[src/hw/rtl/bbd_pkg.sv]
package bbd_pkg;

  localparam int MAX_WIDTH   = 4096;
  localparam int MAX_HEIGHT  = 4096;
  localparam int SAMPLE_BITS = 12;

  localparam int CFG_BITS     = 13;
  localparam int CFG_IDX_BITS = 1;

  localparam logic [CFG_IDX_BITS-1:0] CFG_FRAME_WIDTH  = CFG_IDX_BITS'(0);
  localparam logic [CFG_IDX_BITS-1:0] CFG_FRAME_HEIGHT = CFG_IDX_BITS'(1);

  localparam logic [CFG_BITS-1:0] FRAME_WIDTH_RESET  = CFG_BITS'(640);
  localparam logic [CFG_BITS-1:0] FRAME_HEIGHT_RESET = CFG_BITS'(480);

  localparam logic ACT_SAMPLE = 1'b0;
  localparam logic ACT_FLUSH  = 1'b1;

  localparam int COL_W = $clog2(MAX_WIDTH);
  localparam int ROW_W = $clog2(MAX_HEIGHT);
  localparam int WID_W = $clog2(MAX_WIDTH + 1);
  localparam int HGT_W = $clog2(MAX_HEIGHT + 1);
  localparam int DIM_A = (WID_W > HGT_W) ? WID_W : HGT_W;
  localparam int DIM_W = (DIM_A > CFG_BITS) ? DIM_A : CFG_BITS;
  localparam int PEND_W = DIM_W + 1;

  localparam int NUM_SLOTS = 4;
  localparam int SLOT_W    = $clog2(NUM_SLOTS);

  localparam int CMDQ_DEPTH = 4;
  localparam int CMDQ_AW    = $clog2(CMDQ_DEPTH);

  typedef logic [SAMPLE_BITS-1:0] sample_t;

  typedef struct packed {
    logic                    write;
    logic [CFG_IDX_BITS-1:0] index;
    logic [CFG_BITS-1:0]     data;
  } cfg_wr_t;

  // px[row][col]: row 0 above, 1 center, 2 below; col 0 left, 1 center, 2 right
  typedef struct packed {
    sample_t [2:0][2:0] px;
    logic               up;
    logic               down;
    logic               left;
    logic               right;
    logic               row_odd;
    logic               col_odd;
    logic               row_end;
    logic               frame_end;
  } win_cmd_t;

  typedef enum logic [1:0] {
    FS_WAIT,
    FS_LOAD,
    FS_RUN
  } front_state_t;

  typedef enum logic [1:0] {
    SITE_GR   = 2'b00,
    SITE_RED  = 2'b01,
    SITE_BLUE = 2'b10,
    SITE_GB   = 2'b11
  } site_t;

endpackage

[src/hw/rtl/bbd_cmd_fifo.sv]
module bbd_cmd_fifo import bbd_pkg::*; (
  input  logic     clk,
  input  logic     rst,
  input  logic     push,
  input  win_cmd_t din,
  output logic     full,
  input  logic     pop,
  output win_cmd_t dout,
  output logic     empty
);

  win_cmd_t             entries [CMDQ_DEPTH];
  logic [CMDQ_AW-1:0]   wr_ptr;
  logic [CMDQ_AW-1:0]   rd_ptr;
  logic [CMDQ_AW:0]     count;
  logic                 do_push;
  logic                 do_pop;

  assign full    = count == (CMDQ_AW + 1)'(CMDQ_DEPTH);
  assign empty   = count == '0;
  assign do_push = push && !full;
  assign do_pop  = pop && !empty;
  assign dout    = entries[rd_ptr];

  always_ff @(posedge clk) begin
    if (do_push) begin
      entries[wr_ptr] <= din;
    end
  end

  always_ff @(posedge clk) begin
    if (rst) begin
      wr_ptr <= '0;
      rd_ptr <= '0;
      count  <= '0;
    end else begin
      if (do_push) begin
        wr_ptr <= (wr_ptr == CMDQ_AW'(CMDQ_DEPTH - 1)) ? '0 : wr_ptr + CMDQ_AW'(1);
      end
      if (do_pop) begin
        rd_ptr <= (rd_ptr == CMDQ_AW'(CMDQ_DEPTH - 1)) ? '0 : rd_ptr + CMDQ_AW'(1);
      end
      case ({do_push, do_pop})
        2'b10:   count <= count + (CMDQ_AW + 1)'(1);
        2'b01:   count <= count - (CMDQ_AW + 1)'(1);
        default: ;
      endcase
    end
  end

endmodule

[config.mk]
export PLATFORM = sky130hd
export DESIGN_NAME = bbd_cmd_fifo
export DESIGN_NICKNAME = d
export VERILOG_FILES = /design/src/hw/rtl/bbd_pkg.sv /design/src/hw/rtl/bbd_cmd_fifo.sv
export SDC_FILE = /design/constraint.sdc
export NUM_CORES = 1
export LEC_CHECK = 0
export ABC_AREA = 1
export BUFFER_PORTS_ARGS = -buffer_cell sky130_fd_sc_hd__buf_2
export CAP_MARGIN = 20
export CORE_AREA = 2 2 188 190
export DETAILED_ROUTE_END_ITERATION = 8
export DIE_AREA = 0 0 190 192
export PLACE_DENSITY = 0.75
export RECOVER_POWER = 100
export SYNTH_ARGS = -nofsm -noshare
export SYNTH_HDL_FRONTEND = slang
export SYNTH_SLANG_ARGS = --single-unit
[constraint.sdc]
create_clock -name clk -period 5.9 [get_ports clk]
set_input_delay 0.59 -clock clk [delete_from_list [all_inputs] [get_ports clk]]
set_output_delay 0.59 -clock clk [all_outputs]
set_load 0.01 [all_outputs]
Yosys cells after proc, flatten, opt, wreduce, memory -nomap -nowiden
Memories as Yosys holds them, arrays and structs flattened. A register that Yosys moved wholly into a read port is not among the register bits.
Cells that the tools add are included.
{"block": "classes", "muxes": 7, "add_sub_neg": 4, "n_reduce_logical": 6, "eq_ne": 5}
{"cell": "$mux W2", "n": 4}
{"cell": "$eq A2 B2 Y1 const B", "n": 3}
{"cell": "$pmux W3 S2", "n": 1}
{"cell": "$add A2 B1 Y2 const B", "n": 2}
{"cell": "$add A3 B1 Y3 const B", "n": 1}
{"cell": "$eq A3 B3 Y1 const B", "n": 1}
{"cell": "$logic_not A3 Y1", "n": 1}
{"cell": "$sub A3 B1 Y3 const B", "n": 1}
{"cell": "$eq A2 B1 Y1 const B", "n": 1}
{"cell": "$logic_and A1 B1 Y1", "n": 2}
{"cell": "$logic_not A1 Y1", "n": 2}
{"cell": "$mux W1", "n": 2}
{"cell": "$reduce_bool A2 Y1", "n": 1}
{"block": "totals", "inputBits": 120, "regBits": 7, "ram_bits": 464, "n_memories": 1, "out_inout_bits": 118, "wordCells": 26}
{"memory": "entries", "depth": 4, "word_bits": 116, "read_ports": 1, "rd_clocked_by_memory_dff": 1, "wr": 1, "line": "bbd_cmd_fifo.sv:12", "source": "win_cmd_t entries [CMDQ_DEPTH];"}

Logic depth before layout (Yosys ltp)
{"block": "depth", "word_depth": 5, "mapped_depth": 13, "mapped_depth_nobuf": 13}

Least setup slack after synthesis
Ideal clock, no wire load.
{"block": "synth_timing", "path_type": "input -> register", "startpoint": "in push", "endpoint": "mem entries[0][0] (netlist name), enable pin", "path_stages": 2, "path_buffers": 0, "setup_ns": 0.593, "arrival_ns": 5.561, "setup_slack_ns": -0.254, "t_required_ns": 5.307, "cell_sequence": "nand2_1 > nor2_1"}
{"block": "synth_between", "elab_chain_cells": 3}
{"item": "from (decl)", "line": "bbd_cmd_fifo.sv:4", "source": "input logic push,"}
{"item": "$logic_and A1 B1 Y1", "line": "bbd_cmd_fifo.sv:21", "source": "assign do_push = push && !full;"}
{"item": "$mux W1", "line": "bbd_cmd_fifo.sv:26", "source": "if (do_push) begin"}
{"item": "$mux W1 (not written as such)", "line": "bbd_cmd_fifo.sv:27", "source": "entries[wr_ptr] <= din;"}
{"item": "to (decl)", "line": "bbd_cmd_fifo.sv:12"}
Every way passes these cells.

==> results.toml <==
[routing]
routed_via_density = 5.58
drt_pass1_iterations = 5
routed_wl_mm = 37.6
drtIter0Drc = 834
wl_per_cell_microns = 19.7
drc = 0
vias = 10600
ant_nets = 0

[pwr]
p_leak_nw = 6.58
intPower_mw = 6.40
totalPowerFinal_mw = 9.30
combPwrFrac = 0.242
p_sw_frac = 0.312
seqPwrFrac = 0.452
power_frac_clock = 0.306
power_density_nw_per_um2 = 458
peakVddDrop_uv = 326
switchingPower_mw = 2.90

[timing]
finalHoldViolCount = 0
drv_slew = 549
whs_ns = 0.281
rsz0062_at_grt = "false"
max_freq_mhz = 216
fin_tns_setup_ns = 0
clock_skew_ns = 0.0208
worst_slew_pin_slew_ns = 4.06
post-route-period-util = 0.785
fin_crit_ns = 4.63
setup_viol = 0
layout_setup_ws_ns = 1.27
relSlewSlack = -1.70

[global_routing]
antenna_found_initial = 4
grt_util_all_layers = 0.204
grt_max_degree = 182
grt_pass1_wl_mm = 56.9
overflow = 0
grt_pass1_vias = 10500

[yosys]
synth_cells = 1194
synthFlopType = "edfxtp_1"
synth.yosys.seq_area_share = 0.796
synth-async-reset-ratio = 0
synth_area_per_cell_sq_um = 14.8
synth_nets = 1321
synth.distinct_cells = 22
ys_ff_latch = 473
synth_edf_count = 464
syn_area_sq_um = 17700
ys_warn_count = 0

[die]
initial_utilization = 0.517
fp.dieH_microns = 192
fp.dieW_microns = 190
ioPinCount = 238
coreArea_sq_um = 34300
die_area_sq_um = 36500
rows = 68

[clocking]
cts_setup_buffers = 0
cts_made_buffers = 46
cts.sinks = 473
cts_resized = 0
htree_num_levels = 2
cts_hold_buf = 0
tritoncts = "yes"
clk_pin_slew_worst_paths_ns = 0.06
clock_path_buffers = 3
clockRootBuffer = "clkbuf_16"
clk_latency_ns = 0.57

[critical_path]
critPathKind = "reg -> out"
cp.required_ns = 5.31
crit_arrival_ns = 4.04
endpoint_kind = "primary output"
path_max_fanout = 85
start_kind = "flip-flop"

[finish]
final_util = 0.591
postLayoutCellArea_sq_um = 20300
nNetsFinal = 1544
instances_no_fill = 1907
layout-drive-gt1-share = 0.0662
syn_to_final_growth_pct = 14.4

[run_status]
violations = "max-capacitance violations, max-slew violations"
status = "finished, violations left"

[placement]
hpwl_mm = 19.8
dp_slack_ns = 2.79
numPortBuffers = 237
dp.cells = 1823
placed_area_sq_um = 19100
place_congestion = 0.718

[worst_hold_path]
hp-class = "in -> reg"

[job]
maxCapViolCount = 9
==> cell families after synthesis <==
family	synth area share
flip-flops	0.796
AO/OA/AOI/OAI	0.108
AND/OR/NAND/NOR	0.0565
buffers and inverters	0.0336
adder cells (fa/ha/maj)	0.00537
==> layout make-up <==
class	instances	area (sq um)
clock inverter	20	194
tap	455	569
clock buffer	61	1270
antenna	2	5.00
fill	2646	14000
inverter	20	85.1
sequential	473	14100
timing repair buffer	251	1010
multi-input combinational	625	3030
==> cells in the mapped netlist (2+ instances only) <==
library cell	instances	area share
buf_6	23	0.015
o21ai_1	71	0.020
o22ai_1	116	0.041
ha_1	6	0.0042
clkbuf_1	39	0.0083
nand2_1	14	0.0030
edfxtp_1	464	0.79
buf_2	9	0.0025
nor2_1	246	0.052
clkbuf_2	2	0.00056
dfxtp_1	9	0.010
o21ai_0	163	0.046
a21oi_1	4	0.0011
nand3b_1	2	0.00085
buf_8	2	0.0017
inv_1	18	0.0038
==> path summary, 6_finish.rpt <==
check,from,endpoint,slack (ns),depth (start not counted)
worst max register to register,count[1],entries[3][56],1.48,5
worst max-delay path,flip-flop,dout[109],1.27,4
worst min register to register,count[0],count[0],0.53,2
worst min-delay path,din[92],entries[3][92],0.28,1
==> registers in the layout, summed over array words and instances (netlist names), named ones only <==
register / flops
rd_ptr: 2
wr_ptr: 2
entries: 464
count: 3
==> layout by cell type (no fill, tap or decap), types with 2 or more instances in the layout <==
cell and n:
clkbuf_2 3, nor2_4 2, nand2_1 14, clkbuf_16 49
nand3b_1 2, nor2_1 244, buf_2 26, o22ai_1 116
diode_2 2, a21oi_1 4, clkinv_2 4, inv_1 18
clkbuf_1 231, clkinv_1 10, dfxtp_1 8, ha_1 6
o21ai_0 177, buf_4 2, o21ai_1 57, bufinv_16 4
edfxtp_1 464
==> power groups by stage <==
stage	Sequential [mW]	Clock [mW]	Combinational, mW
floorplan	4.21	0	1.57
global placement	4.24	0	2.30
detailed placement	4.25	0	2.35
CTS	4.18	2.90	2.37
global route	4.24	3.02	2.48
finish	4.20	2.85	2.25
==> metal layers <==
layer	up-vias	wire, microns	GRT usage
met2	439	17900	0.332
met5	-	10	0
met3	61	3570	0.0588
met4	2	704	0.0638
li1	4949	-	-
met1	5186	15400	0.267
==> worst max-delay path: stages (launching register included) <==
cell and delay (ns):
dfxtp_1 1.16, clkbuf_2 1.35, o21ai_0 0.34, o22ai_1 0.36, clkbuf_1 0.21
Power figures use the tool's default switching activity.
