`src/hw/rtl/bbd_pkg.sv`:
```
package bbd_pkg;

  localparam int MAX_WIDTH   = 4096;
  localparam int MAX_HEIGHT  = 4096;
  localparam int SAMPLE_BITS = 12;

  localparam int CFG_BITS     = 13;
  localparam int CFG_IDX_BITS = 1;

  localparam logic [CFG_IDX_BITS-1:0] CFG_FRAME_WIDTH  = CFG_IDX_BITS'(0);
  localparam logic [CFG_IDX_BITS-1:0] CFG_FRAME_HEIGHT = CFG_IDX_BITS'(1);

  localparam logic [CFG_BITS-1:0] FRAME_WIDTH_RESET  = CFG_BITS'(640);
  localparam logic [CFG_BITS-1:0] FRAME_HEIGHT_RESET = CFG_BITS'(480);

  localparam logic ACT_SAMPLE = 1'b0;
  localparam logic ACT_FLUSH  = 1'b1;

  localparam int COL_W = $clog2(MAX_WIDTH);
  localparam int ROW_W = $clog2(MAX_HEIGHT);
  localparam int WID_W = $clog2(MAX_WIDTH + 1);
  localparam int HGT_W = $clog2(MAX_HEIGHT + 1);
  localparam int DIM_A = (WID_W > HGT_W) ? WID_W : HGT_W;
  localparam int DIM_W = (DIM_A > CFG_BITS) ? DIM_A : CFG_BITS;
  localparam int PEND_W = DIM_W + 1;

  localparam int NUM_SLOTS = 4;
  localparam int SLOT_W    = $clog2(NUM_SLOTS);

  localparam int CMDQ_DEPTH = 4;
  localparam int CMDQ_AW    = $clog2(CMDQ_DEPTH);

  typedef logic [SAMPLE_BITS-1:0] sample_t;

  typedef struct packed {
    logic                    write;
    logic [CFG_IDX_BITS-1:0] index;
    logic [CFG_BITS-1:0]     data;
  } cfg_wr_t;

  // px[row][col]: row 0 above, 1 center, 2 below; col 0 left, 1 center, 2 right
  typedef struct packed {
    sample_t [2:0][2:0] px;
    logic               up;
    logic               down;
    logic               left;
    logic               right;
    logic               row_odd;
    logic               col_odd;
    logic               row_end;
    logic               frame_end;
  } win_cmd_t;

  typedef enum logic [1:0] {
    FS_WAIT,
    FS_LOAD,
    FS_RUN
  } front_state_t;

  typedef enum logic [1:0] {
    SITE_GR   = 2'b00,
    SITE_RED  = 2'b01,
    SITE_BLUE = 2'b10,
    SITE_GB   = 2'b11
  } site_t;

endpackage

```
`src/hw/rtl/bbd_back.sv`:
```
module bbd_back import bbd_pkg::*; (
  input  logic     clk,
  input  logic     rst,
  input  win_cmd_t cmd,
  input  logic     cmd_empty,
  output logic     cmd_pop,
  input  logic     pop,
  output logic     empty,
  output sample_t  red,
  output sample_t  green,
  output sample_t  blue,
  output logic     row_end,
  output logic     frame_end
);

  localparam int SUM_W      = SAMPLE_BITS + 2;
  localparam int CNT_W      = 3;
  localparam int DIV3_SHIFT = SAMPLE_BITS + 3;
  localparam int DIV3_MULT  = ((1 << DIV3_SHIFT) + 2) / 3;
  localparam int PROD_W     = SUM_W + DIV3_SHIFT;

  logic [SUM_W-1:0] hs, vs, ds;
  logic [CNT_W-1:0] hn, vn, dn;
  logic [SUM_W-1:0] num_a, num_b;
  logic [CNT_W-1:0] cnt_a, cnt_b;
  site_t            site;

  logic             s1_valid;
  site_t            s1_site;
  sample_t          s1_own;
  logic [SUM_W-1:0] s1_num_a, s1_num_b;
  logic [CNT_W-1:0] s1_cnt_a, s1_cnt_b;
  logic             s1_row_end, s1_frame_end;

  logic              out_valid;
  logic              out_adv;
  logic              s1_ready;
  logic [PROD_W-1:0] prod;
  sample_t           mean_a, mean_b;
  sample_t           red_d, green_d, blue_d;

  assign out_adv  = !out_valid || pop;
  assign s1_ready = !s1_valid || out_adv;
  assign cmd_pop  = s1_ready && !cmd_empty;
  assign empty    = !out_valid;

  // neighbor sums, masked at frame edges
  always_comb begin
    hs = (cmd.left ? SUM_W'(cmd.px[1][0]) : '0) + (cmd.right ? SUM_W'(cmd.px[1][2]) : '0);
    hn = CNT_W'(cmd.left) + CNT_W'(cmd.right);
    vs = (cmd.up ? SUM_W'(cmd.px[0][1]) : '0) + (cmd.down ? SUM_W'(cmd.px[2][1]) : '0);
    vn = CNT_W'(cmd.up) + CNT_W'(cmd.down);
    ds = ((cmd.up && cmd.left)    ? SUM_W'(cmd.px[0][0]) : '0)
       + ((cmd.up && cmd.right)   ? SUM_W'(cmd.px[0][2]) : '0)
       + ((cmd.down && cmd.left)  ? SUM_W'(cmd.px[2][0]) : '0)
       + ((cmd.down && cmd.right) ? SUM_W'(cmd.px[2][2]) : '0);
    dn = CNT_W'(cmd.up && cmd.left) + CNT_W'(cmd.up && cmd.right)
       + CNT_W'(cmd.down && cmd.left) + CNT_W'(cmd.down && cmd.right);
    site = site_t'({cmd.row_odd, cmd.col_odd});
    case (site)
      SITE_RED, SITE_BLUE: begin
        num_a = hs + vs;
        cnt_a = hn + vn;
        num_b = ds;
        cnt_b = dn;
      end
      default: begin
        num_a = hs;
        cnt_a = hn;
        num_b = vs;
        cnt_b = vn;
      end
    endcase
  end

  // divide by 1..4; divide by 3 through the reciprocal
  always_comb begin
    prod = PROD_W'(s1_num_a) * PROD_W'(DIV3_MULT);
    case (s1_cnt_a)
      3'd1:    mean_a = SAMPLE_BITS'(s1_num_a);
      3'd2:    mean_a = SAMPLE_BITS'(s1_num_a >> 1);
      3'd3:    mean_a = SAMPLE_BITS'(prod >> DIV3_SHIFT);
      3'd4:    mean_a = SAMPLE_BITS'(s1_num_a >> 2);
      default: mean_a = '0;
    endcase
    case (s1_cnt_b)
      3'd1:    mean_b = SAMPLE_BITS'(s1_num_b);
      3'd2:    mean_b = SAMPLE_BITS'(s1_num_b >> 1);
      3'd4:    mean_b = SAMPLE_BITS'(s1_num_b >> 2);
      default: mean_b = '0;
    endcase
    case (s1_site)
      SITE_GR: begin
        red_d   = mean_a;
        green_d = s1_own;
        blue_d  = mean_b;
      end
      SITE_RED: begin
        red_d   = s1_own;
        green_d = mean_a;
        blue_d  = mean_b;
      end
      SITE_BLUE: begin
        red_d   = mean_b;
        green_d = mean_a;
        blue_d  = s1_own;
      end
      default: begin
        red_d   = mean_b;
        green_d = s1_own;
        blue_d  = mean_a;
      end
    endcase
  end

  always_ff @(posedge clk) begin
    if (cmd_pop) begin
      s1_site      <= site;
      s1_own       <= cmd.px[1][1];
      s1_num_a     <= num_a;
      s1_cnt_a     <= cnt_a;
      s1_num_b     <= num_b;
      s1_cnt_b     <= cnt_b;
      s1_row_end   <= cmd.row_end;
      s1_frame_end <= cmd.frame_end;
    end
    if (out_adv && s1_valid) begin
      red       <= red_d;
      green     <= green_d;
      blue      <= blue_d;
      row_end   <= s1_row_end;
      frame_end <= s1_frame_end;
    end
  end

  always_ff @(posedge clk) begin
    if (rst) begin
      s1_valid  <= 1'b0;
      out_valid <= 1'b0;
    end else begin
      if (s1_ready) begin
        s1_valid <= !cmd_empty;
      end
      if (out_adv) begin
        out_valid <= s1_valid;
      end
    end
  end

endmodule

```
`config.mk`:
```
export PLATFORM = sky130hd
export DESIGN_NAME = bbd_back
export DESIGN_NICKNAME = d
export VERILOG_FILES = /design/src/hw/rtl/bbd_pkg.sv /design/src/hw/rtl/bbd_back.sv
export SDC_FILE = /design/constraint.sdc
export NUM_CORES = 1
export LEC_CHECK = 0
export BUFFER_PORTS_ARGS = -buffer_cell sky130_fd_sc_hd__buf_2
export CORE_MARGIN = 2
export CORE_UTILIZATION = 39
export CTS_BUF_LIST = sky130_fd_sc_hd__clkbuf_4 sky130_fd_sc_hd__clkbuf_8
export DETAILED_ROUTE_END_ITERATION = 16
export GPL_ROUTABILITY_DRIVEN = 0
export GPL_TIMING_DRIVEN = 1
export PLACE_DENSITY = 0.71
export SETUP_SLACK_MARGIN = 0.1
export SYNTH_ARGS = -nofsm -noshare
export SYNTH_HDL_FRONTEND = slang
export SYNTH_SLANG_ARGS = --single-unit
```
`constraint.sdc`:
```
create_clock -name clk -period 5.9 [get_ports clk]
set_clock_uncertainty 0.2 [all_clocks]
set_input_delay 0.295 -clock clk [delete_from_list [all_inputs] [get_ports clk]]
set_output_delay 0.295 -clock clk [all_outputs]
set_load 0.02 [all_outputs]
```
* Word-level counts from Yosys, hierarchy flattened
Index checks and enable logic that the tools add are counted.
Storage, ports and cells: word-level logic and storage cells 71, bits in registers 90, bits of input ports 120
Operators by class: reduce and logical (&&, ||, !) cells 15, $mul 1, add/subtract/negate cells 12, multiplexer cells 17, eq/ne operators 11
Operators by type and width (count):
- 2-to-1 mux 12 bit | 9
- one-hot mux 12 bit (2 select lines) | 2
- one-hot mux 12 bit (4 select lines) | 1
- adder 12 x 12 -> 13 bit | 3
- one-hot mux 12 bit (3 select lines) | 1
- 2-to-1 mux 14 bit | 2
- multiplier 14 x 14 -> 27 bit, second input constant | 1
- adder 13 x 12 -> 14 bit | 1
- adder 13 x 13 -> 14 bit | 1
- adder 14 x 12 -> 14 bit | 1
- == test 3 x 2 -> 1 bit, second input constant | 3
- adder 1 x 1 -> 2 bit | 3
- == test 3 x 1 -> 1 bit, second input constant | 2
- == test 3 bit, second input constant | 2
- logical AND 1 bit | 6
- 2-to-1 mux 3 bit | 2
- OR reduction 2 bit | 3
- == test 2 x 1 -> 1 bit, second input constant | 2
- == test 2 bit, second input constant | 2
- adder 2 x 1 -> 3 bit | 1
- adder 2 x 2 -> 3 bit | 1
- adder 3 x 1 -> 3 bit | 1
- zero test 1 bit | 3
- zero test 2 bit | 1
- logical OR 1 bit | 2

* Depth between registers and ports, before layout
depth in word-level cells 6, gate-level depth with buffers 20, mapped depth without buffers 19

* Least setup slack after synthesis
OpenSTA, ideal clock, no wires.
path kind register to register, start point register s1_num_a[6], end point register blue[11], data pin, setup slack 405 ps, setup time 261 ps, stages on the path, launching flop included 19, arrival 5034 ps, path through edfxtp_1 > ha_1 > ha_1 > inv_1 > fa_1 > inv_1 > fa_1 > inv_1 > fa_1 > fa_1 > inv_1 > ha_1 > o21a_1 > a211oi_1 > a21oi_1 > a41oi_1 > o21bai_1 > xnor2_1 > a221o_1
Between the ends: cells in the longest elaborated chain, start to end 3
Ends and longest elaborated chain:
- start: declaration | RTL line bbd_back.sv:31 | logic [SUM_W-1:0] s1_num_a, s1_num_b;
- start signal: assignment | RTL line bbd_back.sv:120 | s1_num_a <= num_a;
- multiplier 14 x 14 -> 27 bit | RTL line bbd_back.sv:78 | prod = PROD_W'(s1_num_a) * PROD_W'(DIV3_MULT);
- one-hot mux 12 bit (4 select lines) | RTL line bbd_back.sv:79 | case (s1_cnt_a)
- one-hot mux 12 bit (2 select lines) | RTL line bbd_back.sv:92 | case (s1_site)
- via blue_d[11] | RTL line bbd_back.sv:40 | sample_t red_d, green_d, blue_d;
- end signal: assignment | RTL line bbd_back.sv:130 | blue <= blue_d;
- end: declaration | RTL line bbd_back.sv:11 | output sample_t blue,
The timed path passes the listed nets, and every way through them passes these cells. A chain may end at the register's enable or synchronous reset.

* Worst setup path after layout
start point register s1_num_a[5], end point register green[5], data pin
Between the ends: cells in the longest elaborated chain, start to end 3
Ends and longest elaborated chain:
- multiplier 14 x 14 -> 27 bit | RTL line bbd_back.sv:78
- one-hot mux 12 bit (4 select lines) (*) | RTL line bbd_back.sv:79
- 2-to-1 mux 12 bit (*) | RTL line bbd_back.sv:92
- via green_d[5] | RTL line bbd_back.sv:40
- end signal: assignment | RTL line bbd_back.sv:129 | green <= green_d;
- end: declaration | RTL line bbd_back.sv:10 | output sample_t green,
Mark *: on every way through the listed nets, which the timed path passes. The rest lies on a longest branch.

==> qor.txt <==
OUTCOME
--------------------------------------------------------------------------------------------------------
Run status                                                                                  complete, no violations

LOGIC SYNTHESIS
--------------------------------------------------------------------------------------------------------
Most repeated cell in the gate-level netlist after synthesis                                sky130_fd_sc_hd__inv_1
Post-synthesis adder-cell area fraction                                                            0.332
Dominant synthesized flop cell                                                              sky130_fd_sc_hd__edfxtp_1
Synth cell types                                                                                      58
Area of the mapped netlist                                                                    10700 um^2
Cell types occupying the most area after synthesis                                          sky130_fd_sc_hd__edfxtp_1 (25%), sky130_fd_sc_hd__ha_1 (17%), sky130_fd_sc_hd__fa_1 (16%)
Synth Warn #                                                                                           0
Mux cell area share after synthesis                                                               0.0167
Cell type contributing the most total cell area after synthesis                             sky130_fd_sc_hd__edfxtp_1
Gate Count Post-Synth                                                                               1135
XOR/XNOR Fraction of Synth Area                                                                   0.0450
Net Count, Synth                                                                                    1488
Sequential cell area fraction in the yosys report                                                  0.251
Simple-gate portion of the synthesized area                                                        0.128
Async set or reset register ratio after synthesis                                                      0
Most frequent cells after synthesis                                                         sky130_fd_sc_hd__inv_1 (151), sky130_fd_sc_hd__ha_1 (148), sky130_fd_sc_hd__a21oi_1 (96)
Number of enable flip-flop cells after synthesis                                                      88
Combinational family with the most area after synthesis                                      adder cells
Flip-flop and latch count after synthesis                                                             90
Fraction of the mapped netlist area in compound gates                                              0.161
Fraction of synthesized cell area taken by the top area cell type                                  0.247
Syn avg cell area                                                                              9.43 um^2

FLOORPLANNING
--------------------------------------------------------------------------------------------------------
Number of top-level design ports                                                                     160
Number of placement rows                                                                              60
Die X-Extent                                                                                      170 um
Die ar.                                                                                       28800 um^2
Area inside the core boundary                                                                 27000 um^2
Floorplan die height                                                                              170 um
Initial Util                                                                                       0.397

FINAL LAYOUT
--------------------------------------------------------------------------------------------------------
Number of inserted filler cells in the final layout                                                 2525
Area growth from synthesis to layout                                                               17.2%
Number of nets in the layout                                                                        1664
Ant. Diodes                                                                                            0
Post-layout instance area                                                                     12500 um^2
Final standard cell count with taps included and fillers excluded                                   1657
Layout cell share with drive strength beyond 1                                                     0.184

WORST SETUP PATH
--------------------------------------------------------------------------------------------------------
Critical setup path kind                                                                      reg -> reg
Cell-by-cell listing of the critical path                                                   ha_4 -> ha_1 -> inv_1 -> fa_1 -> inv_1 -> fa_1 -> fa_1 -> inv_1 -> fa_1 -> inv_1 -> ha_1 -> a21o_1 -> a21oi_1 -> o21ai_0 -> nand2_1 -> nand3_1 -> a31oi_4 -> nor4bb_1 -> or3b_1
Reg-to-reg slack, setup                                                                          0.26 ns
Worst EP arrival                                                                                 5.58 ns
Crit path largest cell delay                                                                     0.56 ns
Standard cell with the maximum stage delay on the critical path                             sky130_fd_sc_hd__fa_1
Total buffers and inverters traversed by the critical path                                             4
Family with the most delay on the worst path                                                 adder cells
Element type at the critical path start                                                        flip-flop
Maximum net fanout on the critical path                                                                5
Setup crit end kind                                                                            flip-flop
Data required time at the worst endpoint                                                         5.84 ns

GLOBAL ROUTING
--------------------------------------------------------------------------------------------------------
First-pass GRT wire length                                                                       42.8 mm
Number of global-route vias before repair                                                           8493
Global-route congestion overflow total                                                                 0
Pin count of the biggest net entering global routing                                                  52
Number of antenna violations at the first check in global routing                                      0
GRT Overall Usage                                                                                  0.186

ROUTE
--------------------------------------------------------------------------------------------------------
Met3 WL post-DR                                                                                  1.71 mm
Total wire length                                                                                27.2 mm
Detailed-route wire length on metal 1                                                            12.3 mm
Wire length per cell                                                                             16.4 um
Iteration-0 DRC Markers                                                                              681
Antenna Nets Post-Route                                                                                0
Vias after detailed routing                                                                         8811
Uppermost metal layer occupied by signal nets                                                       met4
DR DRC count                                                                                           0
Met2 WL post-DR                                                                                  12.7 mm
Number of search-and-repair iterations in the first detailed-routing pass                              6
Average vias per placed instance                                                                    5.32

TIMING
--------------------------------------------------------------------------------------------------------
Highest clock frequency the design can meet                                                      177 MHz
Final critical-path setup slack                                                                 0.260 ns
Actual transition at the worst max-transition pin                                                1.29 ns
Final period utilization                                                                           0.956
Slew Limit Fails                                                                                       0
RSZ-0062 raised after global routing                                                               false
Minimum period implied by the final worst setup slack                                            5.64 ns
Final Setup Violations                                                                                 0
Post-route setup TNS                                                                                0 ns
Hold Fails Final Rpt                                                                                   0
Max_slew headroom                                                                                  0.139

JOB
--------------------------------------------------------------------------------------------------------
Max-cap violation count                                                                                0

CLOCK NETWORK
--------------------------------------------------------------------------------------------------------
Post-CTS clock slew at the launch and capture registers of the worst setup and hold paths        0.10 ns
Number of buffers created by CTS                                                                       9
Clock latency reported for the late side of the worst-skew pair                                  0.38 ns
Root buf cell                                                                               sky130_fd_sc_hd__clkbuf_8
CTS tree                                                                                             yes
CTS H-tree depth                                                                                       3
Number of buffers on the longest clock path                                                            2
Clock sink count                                                                                      90

PLACED DESIGN
--------------------------------------------------------------------------------------------------------
Worst slack, placed                                                                             0.103 ns
Cells after DPL                                                                                     1607
Buffers added on ports                                                                               159
Half-perimeter wire length of the detailed placement result                                      22.0 mm
Area after DPL                                                                                11900 um^2

MIN PATH
--------------------------------------------------------------------------------------------------------
Worst hold-check path type                                                                     in -> reg

## per-stage QoR
step | utilization | hold WS (ns)
6_report | 0.466 | 0.0883
5_1_grt | 0.466 | 0.138
4_1_cts | 0.455 | 0.0711
3_5_place_dp | 0.441 | 0.205
3_3_place_gp | 0.441 | 0.202
2_1_floorplan | - | 0.164
## worst register-to-register path, delay by kind of cell, from the launching register on
| kind | cells | cell delay (ns) |
|---|---|---|
| fa+ha+maj | 7 | 2.91 |
| compound gates | 4 | 0.77 |
| simple gates | 4 | 0.74 |
| flops | 1 | 0.55 |
| buf+inv | 4 | 0.25 |
## logic make-up after synthesis
logic type | Yosys count
simple gates | 283
compound gates | 270
fa+ha+maj | 233
buf+inv | 188
flops | 90
xor+xnor | 55
mux | 16
## layout make-up
| class | instances | area (um^2) | share of cell area |
|---|---|---|---|
| flip-flops and latches | 90 | 2680 | 0.214 |
| well taps | 341 | 427 | 0.0340 |
| repair buffers | 202 | 1170 | 0.0930 |
| multi-input cells | 857 | 7530 | 0.600 |
| clock inverters | 7 | 53.8 | 0.00429 |
| inverters | 151 | 567 | 0.0452 |
| clock buffers | 9 | 124 | 0.00987 |
## layer usage
metal,vias to the layer above,global-route usage
met5,-,0
met4,0,0.0401
met3,33,0.0264
met2,306,0.311
met1,4196,0.256
li1,4276,-
## flip-flops by register name, summed over array words and instances (netlist names), 3 cells and up
signal    cells
blue         12
red          12
s1_cnt_a      3
s1_num_b     14
green        12
s1_num_a     14
s1_own       12
s1_cnt_b      3
## timing repair
| item | in CTS | in global routing |
|---|---|---|
| pin swaps | 0 | 13 |
| endpoints found under the setup margin | 1 | 27 |
| gates resized for setup | 0 | 22 |
| hold buffers | 18 | 0 |
| endpoints found under the hold margin | 18 | 0 |
| buffers inserted | 1 | 15 |
## worst paths after layout
path,start,to,cells past startpoint
max,s1_num_a[5]$_DFFE_PP_,green[5]$_DFFE_PP_,19
min,pop,out_valid$_SDFFE_PP0P_,4
max reg2reg,s1_num_a[5]$_DFFE_PP_,green[5]$_DFFE_PP_,19
min reg2reg,s1_frame_end$_DFFE_PP_,frame_end$_DFFE_PP_,0
## placed cells by master (no fill, tap or decap), types with 3 or more instances in the layout
cell type | Yosys | layout
sky130_fd_sc_hd__a211o_1 | 3 | 3
sky130_fd_sc_hd__xnor2_1 | 32 | 31
sky130_fd_sc_hd__nor2b_1 | 15 | 14
sky130_fd_sc_hd__a221o_1 | 12 | 12
sky130_fd_sc_hd__o21bai_1 | 4 | 4
sky130_fd_sc_hd__o31a_1 | 3 | 3
sky130_fd_sc_hd__inv_1 | 151 | 151
sky130_fd_sc_hd__a21oi_1 | 96 | 93
sky130_fd_sc_hd__o31ai_1 | 3 | 3
sky130_fd_sc_hd__dlygate4sd3_1 | 0 | 18
sky130_fd_sc_hd__nand4_1 | 5 | 5
sky130_fd_sc_hd__buf_4 | 0 | 24
sky130_fd_sc_hd__fa_1 | 85 | 85
sky130_fd_sc_hd__ha_4 | 0 | 9
sky130_fd_sc_hd__buf_2 | 0 | 159
sky130_fd_sc_hd__mux2_2 | 15 | 15
sky130_fd_sc_hd__o21ai_0 | 35 | 35
sky130_fd_sc_hd__nor2_1 | 80 | 80
sky130_fd_sc_hd__xor2_1 | 23 | 22
sky130_fd_sc_hd__and2_1 | 55 | 55
sky130_fd_sc_hd__edfxtp_1 | 88 | 88
sky130_fd_sc_hd__o21ai_1 | 17 | 16
sky130_fd_sc_hd__and3_1 | 14 | 14
sky130_fd_sc_hd__a31o_1 | 3 | 3
sky130_fd_sc_hd__nand2_1 | 78 | 78
sky130_fd_sc_hd__a211oi_1 | 16 | 14
sky130_fd_sc_hd__clkbuf_8 | 0 | 9
sky130_fd_sc_hd__ha_1 | 148 | 138
sky130_fd_sc_hd__nor3_1 | 7 | 7
sky130_fd_sc_hd__nand3_1 | 7 | 7
sky130_fd_sc_hd__a22oi_1 | 24 | 24
sky130_fd_sc_hd__o21a_1 | 11 | 11
sky130_fd_sc_hd__a21o_1 | 18 | 18
sky130_fd_sc_hd__nand2b_1 | 9 | 9
sky130_fd_sc_hd__a31oi_1 | 6 | 4
Power is not shown: default switching activity piles up to over one toggle a cycle in this logic, so the estimate is an artifact.
